### config.mk
export PLATFORM = sky130hd
export DESIGN_NAME = center_window_balance_detector_unit
export DESIGN_NICKNAME = d
export VERILOG_FILES = /design/src/rtl/core/cwbd_pkg.sv /design/src/rtl/core/center_window_balance_detector_unit.sv /design/src/rtl/core/cwbd_geometry.sv /design/src/rtl/core/cwbd_pixel.sv /design/src/rtl/core/cwbd_result.sv
export SDC_FILE = /design/constraint.sdc
export NUM_CORES = 1
export LEC_CHECK = 0
export BUFFER_PORTS_ARGS = -buffer_cell sky130_fd_sc_hd__buf_2
export CAP_MARGIN = 5
export CORE_MARGIN = 3
export CORE_UTILIZATION = 55
export CTS_CLUSTER_DIAMETER = 200
export CTS_CLUSTER_SIZE = 16
export DETAILED_ROUTE_END_ITERATION = 8
export PLACE_DENSITY = 0.74
export SLEW_MARGIN = 40
export SYNTH_ARGS = -nofsm -noshare
export SYNTH_HDL_FRONTEND = slang
export SYNTH_SLANG_ARGS = --single-unit
### constraint.sdc
create_clock -name clk -period 8.2 [get_ports clk]
set_clock_uncertainty 0.05 [all_clocks]
set_input_delay 0.41 -clock clk [delete_from_list [all_inputs] [get_ports clk]]
set_output_delay 0.41 -clock clk [all_outputs]
set_load 0.05 [all_outputs]
### src/rtl/core/cwbd_pkg.sv
// Shared constants, types and helper functions of the centre window balance detector.
package cwbd_pkg;

	localparam int unsigned DEF_MAX_WIDTH  = 4096;
	localparam int unsigned DEF_MAX_HEIGHT = 4096;
	localparam int unsigned RESET_WIDTH    = 640;
	localparam int unsigned RESET_HEIGHT   = 480;

	localparam int unsigned CFG_DATA_W  = 13;
	localparam int unsigned CFG_INDEX_W = 1;
	localparam int unsigned PIX_W       = 8;
	localparam int unsigned TALLY_W     = 18;
	localparam logic [TALLY_W-1:0] TALLY_MAX = '1;

	localparam int unsigned CALC_W  = 15;
	localparam int unsigned RECIP_W = 16;
	localparam logic [RECIP_W-1:0] RECIP_TEN = 16'd52429;
	localparam int unsigned SHIFT_TEN  = 19;
	localparam int unsigned SHIFT_FIVE = 18;

	localparam int unsigned LUMA_W = 22;
	localparam logic [LUMA_W-1:0] WEIGHT_RED   = 22'd4899;
	localparam logic [LUMA_W-1:0] WEIGHT_GREEN = 22'd9617;
	localparam logic [LUMA_W-1:0] WEIGHT_BLUE  = 22'd1868;
	localparam logic [LUMA_W-1:0] LUMA_ROUND   = 22'd8192;
	localparam logic [LUMA_W-1:0] LIT_LIMIT    = 22'd16384;

	localparam int unsigned SCALED_W = 23;

	typedef enum logic [CFG_INDEX_W-1:0] {
		REG_FRAME_WIDTH  = 1'b0,
		REG_FRAME_HEIGHT = 1'b1
	} cfg_reg_t;

	typedef struct packed {
		logic               any_lit;
		logic               window_lit;
		logic [TALLY_W-1:0] left_tally;
		logic [TALLY_W-1:0] right_tally;
	} frame_sum_t;

	function automatic logic [CALC_W-1:0] div_by_ten(input logic [CALC_W-1:0] x);
		logic [CALC_W+RECIP_W-1:0] p;
		p = (CALC_W+RECIP_W)'(x) * (CALC_W+RECIP_W)'(RECIP_TEN);
		return CALC_W'(p >> SHIFT_TEN);
	endfunction

	function automatic logic [CALC_W-1:0] div_by_five(input logic [CALC_W-1:0] x);
		logic [CALC_W+RECIP_W-1:0] p;
		p = (CALC_W+RECIP_W)'(x) * (CALC_W+RECIP_W)'(RECIP_TEN);
		return CALC_W'(p >> SHIFT_FIVE);
	endfunction

endpackage

### src/rtl/core/center_window_balance_detector_unit.sv
// Top level of the centre window balance detector.
//
// Pixels arrive in raster order on the input channel (in_valid/in_ready) as blue, green and
// red bytes, with frame_end marking the last pixel of a frame. Each transfer is tested for a
// nonzero rounded gray value and updates the frame flags and the two centre window tallies.
// The pixel that carries frame_end produces one result transfer on the output channel
// (out_valid/out_ready); all other pixels produce none.
// Throughput is one pixel per cycle while in_ready is high. After its final pixel is transferred,
// a result passes through the pixel stage and the balance compare stage to the output register.
// The frame size registers are written through cfg_we, cfg_index and cfg_wdata only while
// the block is idle; the user must ensure this, as the block does not enforce it. The window
// geometry is recomputed at the write and holds from the next pixel on.
// Values above the size limits are clipped to them. Reset sets the frame size to 640 by 480
// and clears the raster position, flags, tallies and all pipeline valid flags.
// When the receiver stalls, the output register holds its result and one more result waits
// in the compare stage; pixels of the next frame keep flowing until a third frame end
// reaches the pixel stage, at which point in_ready drops until the output is taken.
module center_window_balance_detector_unit #(
	parameter int unsigned MAX_WIDTH  = cwbd_pkg::DEF_MAX_WIDTH,
	parameter int unsigned MAX_HEIGHT = cwbd_pkg::DEF_MAX_HEIGHT
) (
	input  logic                             clk,
	input  logic                             arst_n,
	input  logic                             cfg_we,
	input  logic [cwbd_pkg::CFG_INDEX_W-1:0] cfg_index,
	input  logic [cwbd_pkg::CFG_DATA_W-1:0]  cfg_wdata,
	input  logic                             in_valid,
	output logic                             in_ready,
	input  logic [cwbd_pkg::PIX_W-1:0]       blue,
	input  logic [cwbd_pkg::PIX_W-1:0]       green,
	input  logic [cwbd_pkg::PIX_W-1:0]       red,
	input  logic                             frame_end,
	output logic                             out_valid,
	input  logic                             out_ready,
	output logic                             target_found,
	output logic                             target_centered,
	output logic [cwbd_pkg::TALLY_W-1:0]     left_count,
	output logic [cwbd_pkg::TALLY_W-1:0]     right_count
);

	localparam int unsigned WLIM = (MAX_WIDTH > cwbd_pkg::RESET_WIDTH) ?
		MAX_WIDTH : cwbd_pkg::RESET_WIDTH;
	localparam int unsigned HLIM = (MAX_HEIGHT > cwbd_pkg::RESET_HEIGHT) ?
		MAX_HEIGHT : cwbd_pkg::RESET_HEIGHT;
	localparam int unsigned WDIM = $clog2(WLIM + 1);
	localparam int unsigned HDIM = $clog2(HLIM + 1);
	localparam int unsigned AREA_W = WDIM + HDIM;

	logic [WDIM-1:0]      frame_width, win_width, win_x;
	logic [HDIM-1:0]      win_height, win_y;
	logic [AREA_W-1:0]    area;
	cwbd_pkg::frame_sum_t sum;
	logic                 sum_valid, sum_ready;

	cwbd_geometry #(
		.MAX_WIDTH  (MAX_WIDTH),
		.MAX_HEIGHT (MAX_HEIGHT)
	) u_geometry (
		.clk         (clk),
		.arst_n      (arst_n),
		.cfg_we      (cfg_we),
		.cfg_index   (cfg_index),
		.cfg_wdata   (cfg_wdata),
		.frame_width (frame_width),
		.win_width   (win_width),
		.win_x       (win_x),
		.win_height  (win_height),
		.win_y       (win_y),
		.area        (area)
	);

	cwbd_pixel #(
		.MAX_WIDTH  (MAX_WIDTH),
		.MAX_HEIGHT (MAX_HEIGHT)
	) u_pixel (
		.clk         (clk),
		.arst_n      (arst_n),
		.in_valid    (in_valid),
		.in_ready    (in_ready),
		.blue        (blue),
		.green       (green),
		.red         (red),
		.frame_end   (frame_end),
		.frame_width (frame_width),
		.win_width   (win_width),
		.win_x       (win_x),
		.win_height  (win_height),
		.win_y       (win_y),
		.sum         (sum),
		.sum_valid   (sum_valid),
		.sum_ready   (sum_ready)
	);

	cwbd_result #(
		.AREA_W (AREA_W)
	) u_result (
		.clk             (clk),
		.arst_n          (arst_n),
		.sum             (sum),
		.sum_valid       (sum_valid),
		.sum_ready       (sum_ready),
		.area            (area),
		.out_valid       (out_valid),
		.out_ready       (out_ready),
		.target_found    (target_found),
		.target_centered (target_centered),
		.left_count      (left_count),
		.right_count     (right_count)
	);

	// A centred frame must have had at least one lit pixel.
	assert property (@(posedge clk) disable iff (!arst_n)
		out_valid |-> (!target_centered || target_found))
		else $error("centred result without any lit pixel");

	// Window tallies can only grow from lit pixels.
	assert property (@(posedge clk) disable iff (!arst_n)
		(out_valid && (left_count != '0 || right_count != '0)) |-> target_found)
		else $error("nonzero window tally without any lit pixel");

	// Input backpressure only arises from a stalled output.
	assert property (@(posedge clk) disable iff (!arst_n)
		!in_ready |-> (out_valid && !out_ready))
		else $error("input stalled while output side is free");

endmodule

### src/rtl/core/cwbd_geometry.sv
// Frame size registers and the centre window geometry derived from them.
module cwbd_geometry #(
	parameter int unsigned MAX_WIDTH  = cwbd_pkg::DEF_MAX_WIDTH,
	parameter int unsigned MAX_HEIGHT = cwbd_pkg::DEF_MAX_HEIGHT,
	localparam int unsigned WLIM = (MAX_WIDTH > cwbd_pkg::RESET_WIDTH) ?
		MAX_WIDTH : cwbd_pkg::RESET_WIDTH,
	localparam int unsigned HLIM = (MAX_HEIGHT > cwbd_pkg::RESET_HEIGHT) ?
		MAX_HEIGHT : cwbd_pkg::RESET_HEIGHT,
	localparam int unsigned WDIM = $clog2(WLIM + 1),
	localparam int unsigned HDIM = $clog2(HLIM + 1),
	localparam int unsigned AREA_W = WDIM + HDIM
) (
	input  logic                             clk,
	input  logic                             arst_n,
	input  logic                             cfg_we,
	input  logic [cwbd_pkg::CFG_INDEX_W-1:0] cfg_index,
	input  logic [cwbd_pkg::CFG_DATA_W-1:0]  cfg_wdata,
	output logic [WDIM-1:0]                  frame_width,
	output logic [WDIM-1:0]                  win_width,
	output logic [WDIM-1:0]                  win_x,
	output logic [HDIM-1:0]                  win_height,
	output logic [HDIM-1:0]                  win_y,
	output logic [AREA_W-1:0]                area
);

	localparam int unsigned RST_WW = cwbd_pkg::RESET_WIDTH / 10;
	localparam int unsigned RST_WH = cwbd_pkg::RESET_HEIGHT / 5;
	localparam int unsigned RST_WX = (cwbd_pkg::RESET_WIDTH - RST_WW) / 2;
	localparam int unsigned RST_WY = (cwbd_pkg::RESET_HEIGHT - RST_WH) / 2;

	logic [cwbd_pkg::CALC_W-1:0] wdata_ext;
	logic [cwbd_pkg::CALC_W-1:0] w_sat, w_div, w_off;
	logic [cwbd_pkg::CALC_W-1:0] h_sat, h_div, h_off;
	logic [WDIM-1:0] frame_width_q, win_width_q, win_x_q;
	logic [HDIM-1:0] win_height_q, win_y_q;
	logic [AREA_W-1:0] area_q;

	always_comb begin
		wdata_ext = cwbd_pkg::CALC_W'(cfg_wdata);
		w_sat = (wdata_ext > cwbd_pkg::CALC_W'(MAX_WIDTH)) ?
			cwbd_pkg::CALC_W'(MAX_WIDTH) : wdata_ext;
		h_sat = (wdata_ext > cwbd_pkg::CALC_W'(MAX_HEIGHT)) ?
			cwbd_pkg::CALC_W'(MAX_HEIGHT) : wdata_ext;
		w_div = cwbd_pkg::div_by_ten(w_sat);
		h_div = cwbd_pkg::div_by_five(h_sat);
		w_off = (w_sat - w_div) >> 1;
		h_off = (h_sat - h_div) >> 1;
	end

	always_ff @(posedge clk or negedge arst_n) begin
		if (!arst_n) begin
			frame_width_q <= WDIM'(cwbd_pkg::RESET_WIDTH);
			win_width_q   <= WDIM'(RST_WW);
			win_x_q       <= WDIM'(RST_WX);
			win_height_q  <= HDIM'(RST_WH);
			win_y_q       <= HDIM'(RST_WY);
		end else if (cfg_we) begin
			unique case (cwbd_pkg::cfg_reg_t'(cfg_index))
				cwbd_pkg::REG_FRAME_WIDTH: begin
					frame_width_q <= WDIM'(w_sat);
					win_width_q   <= WDIM'(w_div);
					win_x_q       <= WDIM'(w_off);
				end
				cwbd_pkg::REG_FRAME_HEIGHT: begin
					win_height_q <= HDIM'(h_div);
					win_y_q      <= HDIM'(h_off);
				end
				default: begin
				end
			endcase
		end
	end

	// The area is needed only at the end of a frame, so it is registered behind the window sizes.
	always_ff @(posedge clk or negedge arst_n) begin
		if (!arst_n) begin
			area_q <= AREA_W'(RST_WW * RST_WH);
		end else begin
			area_q <= AREA_W'(win_width_q) * AREA_W'(win_height_q);
		end
	end

	assign frame_width = frame_width_q;
	assign win_width   = win_width_q;
	assign win_x       = win_x_q;
	assign win_height  = win_height_q;
	assign win_y       = win_y_q;
	assign area        = area_q;

endmodule

### src/rtl/core/cwbd_pixel.sv
// Pixel input register, lit test, raster position tracking and frame tallies.
module cwbd_pixel #(
	parameter int unsigned MAX_WIDTH  = cwbd_pkg::DEF_MAX_WIDTH,
	parameter int unsigned MAX_HEIGHT = cwbd_pkg::DEF_MAX_HEIGHT,
	localparam int unsigned WLIM = (MAX_WIDTH > cwbd_pkg::RESET_WIDTH) ?
		MAX_WIDTH : cwbd_pkg::RESET_WIDTH,
	localparam int unsigned HLIM = (MAX_HEIGHT > cwbd_pkg::RESET_HEIGHT) ?
		MAX_HEIGHT : cwbd_pkg::RESET_HEIGHT,
	localparam int unsigned WDIM = $clog2(WLIM + 1),
	localparam int unsigned HDIM = $clog2(HLIM + 1)
) (
	input  logic                       clk,
	input  logic                       arst_n,
	input  logic                       in_valid,
	output logic                       in_ready,
	input  logic [cwbd_pkg::PIX_W-1:0] blue,
	input  logic [cwbd_pkg::PIX_W-1:0] green,
	input  logic [cwbd_pkg::PIX_W-1:0] red,
	input  logic                       frame_end,
	input  logic [WDIM-1:0]            frame_width,
	input  logic [WDIM-1:0]            win_width,
	input  logic [WDIM-1:0]            win_x,
	input  logic [HDIM-1:0]            win_height,
	input  logic [HDIM-1:0]            win_y,
	output cwbd_pkg::frame_sum_t       sum,
	output logic                       sum_valid,
	input  logic                       sum_ready
);

	localparam int unsigned CW = $clog2(WLIM);
	localparam int unsigned RW = $clog2(MAX_HEIGHT);
	localparam logic [RW-1:0] ROW_LAST = RW'(MAX_HEIGHT - 1);

	logic                       valid_s1, end_s1, fire_s1;
	logic [cwbd_pkg::PIX_W-1:0] blue_s1, green_s1, red_s1;
	logic [CW-1:0]              col_q;
	logic [RW-1:0]              row_q;
	logic                       any_lit_q, window_lit_q;
	logic [cwbd_pkg::TALLY_W-1:0] left_q, right_q;

	logic [cwbd_pkg::LUMA_W-1:0] luma;
	logic                        lit, col_in, row_in, hit, to_left, to_right, row_wrap;
	logic [WDIM:0]               dx, col_next;
	logic [HDIM:0]               dy;
	logic [WDIM-1:0]             half, pair;
	cwbd_pkg::frame_sum_t        sum_next;

	assign fire_s1  = valid_s1 && (!end_s1 || sum_ready);
	assign in_ready = !valid_s1 || fire_s1;

	always_comb begin
		luma = cwbd_pkg::LUMA_W'(red_s1) * cwbd_pkg::WEIGHT_RED
			+ cwbd_pkg::LUMA_W'(green_s1) * cwbd_pkg::WEIGHT_GREEN
			+ cwbd_pkg::LUMA_W'(blue_s1) * cwbd_pkg::WEIGHT_BLUE
			+ cwbd_pkg::LUMA_ROUND;
		lit = luma >= cwbd_pkg::LIT_LIMIT;

		dx     = (WDIM+1)'(col_q) - (WDIM+1)'(win_x);
		dy     = (HDIM+1)'(row_q) - (HDIM+1)'(win_y);
		half   = win_width >> 1;
		pair   = {win_width[WDIM-1:1], 1'b0};
		col_in = !dx[WDIM] && (dx[WDIM-1:0] < win_width);
		row_in = !dy[HDIM] && (dy[HDIM-1:0] < win_height);
		hit    = lit && col_in && row_in;
		to_left  = hit && (dx[WDIM-1:0] < half);
		to_right = hit && !to_left && (dx[WDIM-1:0] < pair);

		sum_next.any_lit    = any_lit_q || lit;
		sum_next.window_lit = window_lit_q || hit;
		sum_next.left_tally = (to_left && left_q != cwbd_pkg::TALLY_MAX) ?
			left_q + 1'b1 : left_q;
		sum_next.right_tally = (to_right && right_q != cwbd_pkg::TALLY_MAX) ?
			right_q + 1'b1 : right_q;

		col_next = (WDIM+1)'(col_q) + 1'b1;
		row_wrap = col_next >= (WDIM+1)'(frame_width);
	end

	assign sum       = sum_next;
	assign sum_valid = fire_s1 && end_s1;

	always_ff @(posedge clk or negedge arst_n) begin
		if (!arst_n) begin
			valid_s1 <= 1'b0;
		end else if (in_ready) begin
			valid_s1 <= in_valid;
		end
	end

	always_ff @(posedge clk) begin
		if (in_valid && in_ready) begin
			blue_s1  <= blue;
			green_s1 <= green;
			red_s1   <= red;
			end_s1   <= frame_end;
		end
	end

	always_ff @(posedge clk or negedge arst_n) begin
		if (!arst_n) begin
			col_q        <= '0;
			row_q        <= '0;
			any_lit_q    <= 1'b0;
			window_lit_q <= 1'b0;
			left_q       <= '0;
			right_q      <= '0;
		end else if (fire_s1) begin
			if (end_s1) begin
				col_q        <= '0;
				row_q        <= '0;
				any_lit_q    <= 1'b0;
				window_lit_q <= 1'b0;
				left_q       <= '0;
				right_q      <= '0;
			end else begin
				any_lit_q    <= sum_next.any_lit;
				window_lit_q <= sum_next.window_lit;
				left_q       <= sum_next.left_tally;
				right_q      <= sum_next.right_tally;
				if (row_wrap) begin
					col_q <= '0;
					if (row_q != ROW_LAST) begin
						row_q <= row_q + 1'b1;
					end
				end else begin
					col_q <= CW'(col_next);
				end
			end
		end
	end

endmodule

### src/rtl/core/cwbd_result.sv
// Frame summary register, balance test and the result output register.
module cwbd_result #(
	parameter int unsigned AREA_W = 26
) (
	input  logic                              clk,
	input  logic                              arst_n,
	input  cwbd_pkg::frame_sum_t              sum,
	input  logic                              sum_valid,
	output logic                              sum_ready,
	input  logic [AREA_W-1:0]                 area,
	output logic                              out_valid,
	input  logic                              out_ready,
	output logic                              target_found,
	output logic                              target_centered,
	output logic [cwbd_pkg::TALLY_W-1:0]      left_count,
	output logic [cwbd_pkg::TALLY_W-1:0]      right_count
);

	localparam int unsigned CMP_W = (AREA_W > cwbd_pkg::SCALED_W) ?
		AREA_W : cwbd_pkg::SCALED_W;

	cwbd_pkg::frame_sum_t          sum_s2;
	logic                          valid_s2, out_valid_q, out_take;
	logic [cwbd_pkg::TALLY_W-1:0]  diff;
	logic [CMP_W-1:0]              scaled;
	logic                          centred;
	logic                          found_q, centred_q;
	logic [cwbd_pkg::TALLY_W-1:0]  left_q, right_q;

	assign out_take  = !out_valid_q || out_ready;
	assign sum_ready = !valid_s2 || out_take;

	always_comb begin
		diff = (sum_s2.left_tally > sum_s2.right_tally) ?
			sum_s2.left_tally - sum_s2.right_tally :
			sum_s2.right_tally - sum_s2.left_tally;
		// Twenty times the imbalance, built from two shifts.
		scaled  = (CMP_W'(diff) << 4) + (CMP_W'(diff) << 2);
		centred = sum_s2.window_lit && (scaled < CMP_W'(area));
	end

	always_ff @(posedge clk or negedge arst_n) begin
		if (!arst_n) begin
			valid_s2    <= 1'b0;
			out_valid_q <= 1'b0;
		end else begin
			if (sum_valid && sum_ready) begin
				valid_s2 <= 1'b1;
			end else if (out_take) begin
				valid_s2 <= 1'b0;
			end
			if (out_take) begin
				out_valid_q <= valid_s2;
			end
		end
	end

	always_ff @(posedge clk) begin
		if (sum_valid && sum_ready) begin
			sum_s2 <= sum;
		end
		if (out_take && valid_s2) begin
			found_q   <= sum_s2.any_lit;
			centred_q <= centred;
			left_q    <= sum_s2.left_tally;
			right_q   <= sum_s2.right_tally;
		end
	end

	assign out_valid       = out_valid_q;
	assign target_found    = found_q;
	assign target_centered = centred_q;
	assign left_count      = left_q;
	assign right_count     = right_q;

endmodule

Word-level counts from Yosys, hierarchy flattened. Index checks and enable logic that the tools add are counted.

Logic and storage cells: 108. Output and inout port bits: 40. Input port bits: 44. Flip-flop bits (word level): 256.

Multiplexer cells: 15. Bitwise operators: 1. Magnitude comparators: 9. Multiply operators: 5. Reductions and logical operators: 34. Eq/ne operators: 3. Add/sub/neg operators: 14.

Operators with widths (number): $mux W18 (5); $mux W12 (5); $add A18 B1 Y18 const B (2); $ne A18 B18 Y1 const B (2); $sub A18 B18 Y18 (2); $mul A15 B16 Y31 const B (1); $sub A12 B13 Y14 (2); $lt A13 B12 Y1 (2); $lt A26 B26 Y1 (1); $mul A12 B13 Y25 (1); $add A22 B20 Y23 (1); $add A21 B22 Y22 (1); $add A22 B14 Y22 const B (1); $add A22 B19 Y22 (1); $ge A22 B15 Y1 const B (1); $mul A8 B14 Y22 const B (1); $mul A8 B13 Y21 const B (1); $gt A18 B18 Y1 (1); $mul A8 B9 Y17 const B (1); $logic_and A1 B1 Y1 (15); $ge A14 B13 Y1 (1); $sub A14 B12 Y14 (1); $sub A14 B13 Y14 (1); $add A12 B1 Y13 const B (1); 13 further kinds (30).

Depth between registers and ports, before layout. Gate-level depths: netlist of the first run.

Depth in word-level cells: 14. Depth in mapped cells: 34. Gate-level depth less buffers: 33.

Cells and area by module. Synthesis of the first run repeated with hierarchy kept, for this count alone.

Cell total of the unflattened synthesis: 3148. Area total of the unflattened synthesis: 29029.1 sq um.

By module, submodules not included: cwbd_pixel (area an instance 12454.4 sq um, times used 1, seq. area each 2327.2 sq um, cells an instance 1402); cwbd_geometry (area an instance 10909.2 sq um, times used 1, seq. area each 2090.8 sq um, cells an instance 1199); cwbd_result (area an instance 5665.4 sq um, times used 1, seq. area each 2332.2 sq um, cells an instance 547).

Worst setup path after synthesis of the first run. Ideal clock, no wire load.

Path kind: reg-to-reg. From: register u_pixel.blue_s1[5] (netlist bit). To: register u_result.sum_s2[24] (netlist bit) (data pin). Arrival time: 7.830 ns. Setup time: 0.265 ns. Required time: 7.885 ns. Period minus slack after synthesis: 8.145 ns. Buffers on the path: 1. Stages on the path, launching flop included: 32. Path slack: 0.055 ns. Path through: edfxtp_1 ha_1 ha_1 fa_1 inv_1 fa_1 inv_1 ha_1 a31o_2 a21o_1 a21o_1 a21o_1 xor2_1 ha_1 ha_1 inv_1 fa_1 fa_1 inv_1 fa_1 ha_1 nand3_1 a21oi_1 nor3_2 a2111oi_4 o21bai_2 o211a_1 o2111a_2 or3_1 buf_2 nor3_2 xor2_1.

RTL lines: start: declaration (line cwbd_pixel.sv:35) `logic [cwbd_pkg::PIX_W-1:0] blue_s1, green_s1, red_s1;`; start signal: assignment (line cwbd_pixel.sv:92) `blue_s1 <= blue;`; end signal: assignment (line cwbd_result.sv:60) `sum_s2 <= sum;`; end: declaration (line cwbd_result.sv:22) `cwbd_pkg::frame_sum_t sum_s2;`.

Worst setup path in the final report of the first run.
From: register u_pixel.blue_s1[6] (netlist bit). To: register u_pixel.left_q[4] (netlist bit).

Longest elaborated chain between the ends: 10.

RTL lines: $mul A8 B9 Y17 (line cwbd_pixel.sv:54) `+ cwbd_pkg::LUMA_W'(blue_s1) * cwbd_pkg::WEIGHT_BLUE`; $add A22 B19 Y22 (line cwbd_pixel.sv:54); $add A22 B14 Y22 (line cwbd_pixel.sv:55) `+ cwbd_pkg::LUMA_ROUND;`; $ge A22 B15 Y1 (line cwbd_pixel.sv:56) `lit = luma >= cwbd_pkg::LIT_LIMIT;`; $logic_and A1 B1 Y1 (2 in series) (line cwbd_pixel.sv:64) `hit = lit && col_in && row_in;`; $logic_and A1 B1 Y1 (line cwbd_pixel.sv:65) `to_left = hit && (dx[WDIM-1:0] < half);`; $logic_and A1 B1 Y1 (line cwbd_pixel.sv:70) `sum_next.left_tally = (to_left && left_q != cwbd_pkg::TALLY_MAX) ?`; $mux W18 (line cwbd_pixel.sv:70); $mux W18 (line cwbd_pixel.sv:108) `if (end_s1) begin`; end signal: assignment (line cwbd_pixel.sv:118) `left_q <= sum_next.left_tally;`; end: declaration (line cwbd_pixel.sv:39) `logic [cwbd_pkg::TALLY_W-1:0] left_q, right_q;`.

No other way between the ends. A chain may end at the register's enable or synchronous reset.

==> results of run 1 <==
flip-flops by register name (all words and copies together) (netlist names), 8 cells and up:
register,cells
u_geometry.area,25
u_geometry.frame_width,13
u_geometry.win_height,13
u_geometry.win_width,12
u_geometry.win_x,13
u_geometry.win_y,13
u_pixel.blue_s1,8
u_pixel.col_q,12
u_pixel.green_s1,8
u_pixel.left_q,18
u_pixel.red_s1,8
u_pixel.right_q,18
u_pixel.row_q,12
u_result.left_count,18
u_result.right_count,18
u_result.sum_s2,38
cells by family (layout without fill, tap and decap cells):
logic type      Yosys count  count (layout)
simple gates            787             787
mux                      28              28
fa+ha+maj               713             713
other cells               2               3
xor+xnor                153             153
compound gates          579             579
flops                   255             255
buf+inv                 638             823
timing repair:
| action | in CTS | in global routing |
|---|---|---|
| hold endpoints to repair | 109 | 0 |
| pin swaps | 31 | 36 |
| setup endpoints to repair | 76 | 76 |
| hold buffers | 26 | 0 |
| buffers inserted | 4 | 9 |
| gates resized for setup | 44 | 66 |
synthesized netlist by cell type, types with 59 or more instances:
library cell and count:
ha_1 460, xnor2_1 93, nor2_1 161, inv_1 556, dfrtp_1 143, a21oi_1 127
nand3_1 75, o21ai_0 135, clkbuf_1 61, nand2_1 279, a21o_1 59, edfxtp_1 101
fa_1 253, xor2_1 60
through the flow:
step	worst slack (ps)	std cells	instance area, sq um
6_report	42.50	4029	32840
5_1_grt	-235.3	4029	32840
4_1_cts	0.8047	4019	32470
3_5_place_dp	-370.7	3955	31410
3_3_place_gp	-298.2	3954	31370
2_1_floorplan	55.47	3156	29600
path summary, 6_finish.rpt:
kind	endpoint	depth (start not counted)	start	slack, ps
max reg2reg	u_pixel.left_q[4]	31	u_pixel.blue_s1[6]	40
max in group asynchronous	u_geometry.win_x[1]	4	arst_n	6550
min reg2reg	u_result.target_found	0	u_result.sum_s2[37]	370
max	u_pixel.left_q[4]	31	u_pixel.blue_s1[6]	40
min in group asynchronous	u_pixel.right_q[17]	2	arst_n	310
min	u_pixel.valid_s1	2	in_valid	40
layout make-up:
type / instances / area, sq um
fillers: 4379 / 20030
clock buffers: 33 / 528.0
well taps: 688 / 860.8
clock inverters: 1 / 8.758
flip-flops and latches: 255 / 6900
multi-input cells: 2263 / 20740
repair buffers: 227 / 1688
inverters: 562 / 2115
routing by layer:
layer  wire, um  vias up
li1           -    10990
met4       1979        0
met3       3335      108
met1      32110    11350
met5          0        -
met2      37600      617
cell usage in the layout, fill, tap and decap left out, types with 14 or more instances in the layout:
master	Yosys	layout
a211oi_1	16	16
nor4_1	17	17
clkbuf_16	0	19
nand2b_1	23	23
inv_1	556	550
and2_1	26	26
a21o_1	59	59
nor2b_1	40	38
fa_1	253	252
a31oi_1	17	15
nand4_1	18	18
nor3_1	38	38
ha_1	460	449
dfrtp_1	143	143
clkbuf_1	61	14
mux2_2	15	15
a21oi_1	127	122
o21bai_1	21	21
nand2_1	279	274
o21ai_1	11	25
xnor2_1	93	91
nor2_1	161	156
edfxtp_1	101	101
buf_2	8	82
buf_4	2	100
xor2_1	60	60
o21a_1	20	20
and3_1	38	37
o21ai_0	135	118
a22o_1	14	14
o211ai_1	18	18
o31ai_1	17	16
dlygate4sd3_1	0	26
nand3_1	75	68
==> impl_metrics.json, run 1 <==
{
  "grt.overflow.total": 0,
  "drive_gt1_share_pct": 11.07,
  "drc": 0,
  "synth-simple-area-share_pct": 13.14,
  "die_y_um": 238.0,
  "max_freq_mhz": 122.6,
  "path_max_fanout": 7,
  "cts_root_buf": "clkbuf_16",
  "drt-total-wl_um": 75020,
  "antenna_found_initial": 0,
  "synth_top_cell_by_area": "ha_1",
  "whs_ps": 38.23,
  "avgSynthCellArea_sq_um": 9.381,
  "cts_max_path_buffers": 3,
  "post-route-period-util_pct": 99.48,
  "crit_type": "reg -> reg",
  "grt_first_pass_wirelength_um": 121600,
  "die_x_um": 238.0,
  "drv_slew": 0,
  "cts_inserted_buffers": 19,
  "gp_congestion": 0.9209,
  "path_delay_family": "adder cells",
  "use_met1_pct": 35.36,
  "dpl.hpwl_um": 60010,
  "synthArstFlopShare_pct": 60.39,
  "slowest_delay_ps": 510,
  "period_minus_slack_ps": 8157,
  "grt_pass1_vias": 23780,
  "ant_nets": 0,
  "required_ps": 8580,
  "netlist.area_leader.share_pct": 19.45,
  "synth_fa_ha_area_share_pct": 36.56,
  "area_growth_pct": 10.95,
  "gr-usage-all-layers_pct": 26.49,
  "post-route-util_pct": 62.12,
  "synthMuxAreaShare_pct": 1.010,
  "nNetsFinal": 4085,
  "row_count": 84,
  "synth-warning-count": 0,
  "synth.distinct_cells": 97,
  "synth-seq-cells": 255,
  "start_kind": "flop",
  "use_met2_pct": 46.94,
  "first_pass_iters": 5,
  "ios": 84,
  "syn_area_sq_um": 29600,
  "initial_utilization_pct": 55.99,
  "die_area_sq_um": 56630,
  "first_iter_violations": 1661,
  "setup_viol": 0,
  "viasPerCell": 5.724,
  "coreArea_sq_um": 52870,
  "yosysSeqAreaShare_pct": 23.31,
  "tightest_slew_ps": 785.4,
  "antenna_cells": 0,
  "max_slew_margin_pct": 46.81,
  "synth_compound_area_share_pct": 13.22,
  "crit_arrival_ps": 8530,
  "syn-instance-count": 3155,
  "drv_cap": 0,
  "ctsHtreeMaxLevel": 1,
  "synth_top_family_by_area": "adder cells",
  "synth.area.top_cells": "ha_1 19%, fa_1 17%, dfrtp_1 12%",
  "slowest_stage": "fa_1",
  "crit_buf_inv": 6,
  "wl_per_cell_um": 18.62,
  "end_kind": "flop",
  "hold_viol": 0,
  "dr_total_vias": 23060,
  "path_clk_slew_ps": 90,
  "worstHoldPathType": "in -> reg",
  "cts_tree": "built",
  "grt_max_degree": 91,
  "gr-usage-met3_pct": 1.919,
  "cpMostUsedCell": "fa_1",
  "status": "completed",
  "synth-edff-count": 101,
  "insertion_delay_ps": 540,
  "synthXorXnorAreaFrac_pct": 4.528,
  "finalSetupTns_ps": 0,
  "rsz0062_at_grt": "true",
  "cts_sinks": 255,
  "portBuffers": 83,
  "top_usage_layer": "met2",
  "synthFlopType": "dfrtp_1"
}
Power of run 1 is left out: the tool's default activity adds up to more than one toggle a clock period on the data nets, which glitch-free logic cannot reach.
==> run 2: changes to the inputs <==
- PLACE_DENSITY: 0.74 -> 0.8
==> impl_metrics.json, run 2 (same netlist as run 1, synthesis figures left out) <==
{
  "grt_pass1_vias": 23230,
  "worstReg2RegStart": "u_pixel.blue_s1[6]",
  "antenna_found_initial": 0,
  "period_minus_slack_ps": 8187,
  "min-delay-start": "in_valid",
  "drv_cap": 0,
  "gr-usage-all-layers_pct": 25.63,
  "mostFrequentLayoutCell": "inv_1",
  "dp_cells": 3938,
  "holdPathEnd": "u_pixel.valid_s1",
  "final_cells": 4021,
  "reg2reg_slack_ps": 10,
  "max_freq_mhz": 122.1,
  "slowest_stage": "fa_1",
  "gr-usage-met3_pct": 2.485,
  "cpMostUsedCell": "fa_1",
  "top_usage_layer": "met2",
  "grt.overflow.total": 0,
  "max_slew_margin_pct": 49.35,
  "initial_utilization_pct": 55.99,
  "first_pass_iters": 7,
  "cts_tree": "built",
  "use_met2_pct": 43.40,
  "drt-total-wl_um": 72630,
  "drc": 0,
  "setup_viol": 0,
  "post_dp_cell_area_sq_um": 31280,
  "rsz0062_at_grt": "true",
  "die_area_sq_um": 56630,
  "portBuffers": 83,
  "row_count": 84,
  "die_x_um": 238.0,
  "crit_buf_inv": 6,
  "crit_type": "reg -> reg",
  "cts_max_path_buffers": 3,
  "antenna_cells": 0,
  "nNetsFinal": 4077,
  "ios": 84,
  "whs_ps": 40.52,
  "grt_max_degree": 79,
  "dr_total_vias": 23270,
  "whs_path_depth": 2,
  "start_kind": "flop",
  "slowest_delay_ps": 530,
  "cts_sinks": 255,
  "viasPerCell": 5.787,
  "reg2reg_to": "u_result.sum_s2[1]",
  "worstHoldPathType": "in -> reg",
  "dpl.hpwl_um": 56340,
  "final_cell_mix": "550 x inv_1, 449 x ha_1, 274 x nand2_1",
  "ctsHtreeMaxLevel": 1,
  "postLayoutCellArea_sq_um": 32850,
  "status": "completed",
  "hold_viol": 0,
  "path_delay_family": "adder cells",
  "top_register": "u_result.sum_s2",
  "insertion_delay_ps": 540,
  "post-route-util_pct": 62.14,
  "die_y_um": 238.0,
  "end_kind": "flop",
  "grt_first_pass_wirelength_um": 118400,
  "ant_nets": 0,
  "first_iter_violations": 1842,
  "area_growth_pct": 10.99,
  "gp_congestion": 0.9193,
  "required_ps": 8450,
  "ff2ff_path_depth": 31,
  "largest_reg_flops": 38,
  "critPathLaunch": "u_pixel.blue_s1[6]",
  "cts_root_buf": "clkbuf_16",
  "tightest_slew_ps": 756.3,
  "cts_inserted_buffers": 19,
  "path_clk_slew_ps": 80,
  "use_met1_pct": 35.21,
  "post-route-period-util_pct": 99.84,
  "crit_arrival_ps": 8440,
  "coreArea_sq_um": 52870,
  "wl_per_cell_um": 18.06,
  "drv_slew": 0,
  "drive_gt1_share_pct": 11.46,
  "path_max_fanout": 7
}
[run 2: changes by cell type in the layout (fill, tap and decap cells not counted), moves of 4 or more]
cell	before	now
buf_4	100	95
nor2_1	156	150
o21ai_1	25	16
nand3_2	3	8
o21ai_2	2	8
o21ai_0	118	122
[run 2: how the worst max path moves through the flow]
stage,end,slack [ps],depth (start not counted)
floorplan,u_result.sum_s2[24],60,31
global placement,u_pixel.right_q[16],-190,34
detailed placement,u_result.sum_s2[16],-400,33
CTS,u_result.sum_s2[18],3,32
global route,u_result.sum_s2[2],-270,31
finish,u_result.sum_s2[1],10,31
[run 2: worst register-to-register path, delay by kind of cell (launching register included)]
family	cells	cell delay, ps
adders and majority gates	11	4060
AOI/OAI and AO/OA	8	1690
and+or+nand+nor	4	690
DFF	1	470
buffers and inverters	6	440
muxes	1	370
xor gates and xnor gates	1	170
[run 2: metal layers]
metal | wire (um) | vias up
li1 | - | 11000
met1 | 31210 | 11390
met2 | 34840 | 740
met3 | 4273 | 139
met4 | 2299 | 0
met5 | 0 | -
[run 2: metrics by stage]
| stage | TNS [ps] | worst slack, ps |
|---|---|---|
| global placement | -5290 | -194.6 |
| finish | 0 | 13.24 |
| detailed placement | -17010 | -398.6 |
| global route | -11280 | -271.2 |
| floorplan | 0 | 55.47 |
| CTS | 0 | 3.130 |
[run 2: area by class of cell]
type	instances	area, sq um
Clock inverter	1	8.758
Tap cell	688	860.8
Inverter	562	2112
Timing Repair Buffer	219	1588
Clock buffer	33	528.0
Multi-Input combinational cell	2263	20850
Sequential cell	255	6900
Fill cell	4189	20020
[run 2: timing repair]
| action | CTS | global route |
|---|---|---|
| endpoints found under the hold margin | 100 | 0 |
| setup endpoints to repair | 76 | 76 |
| hold buffers | 26 | 0 |
| gates cloned | 0 | 2 |
| pin swaps | 25 | 61 |
| setup buffers | 4 | 17 |
| resized for setup | 39 | 94 |
Power of run 2 is left out for the same reason.
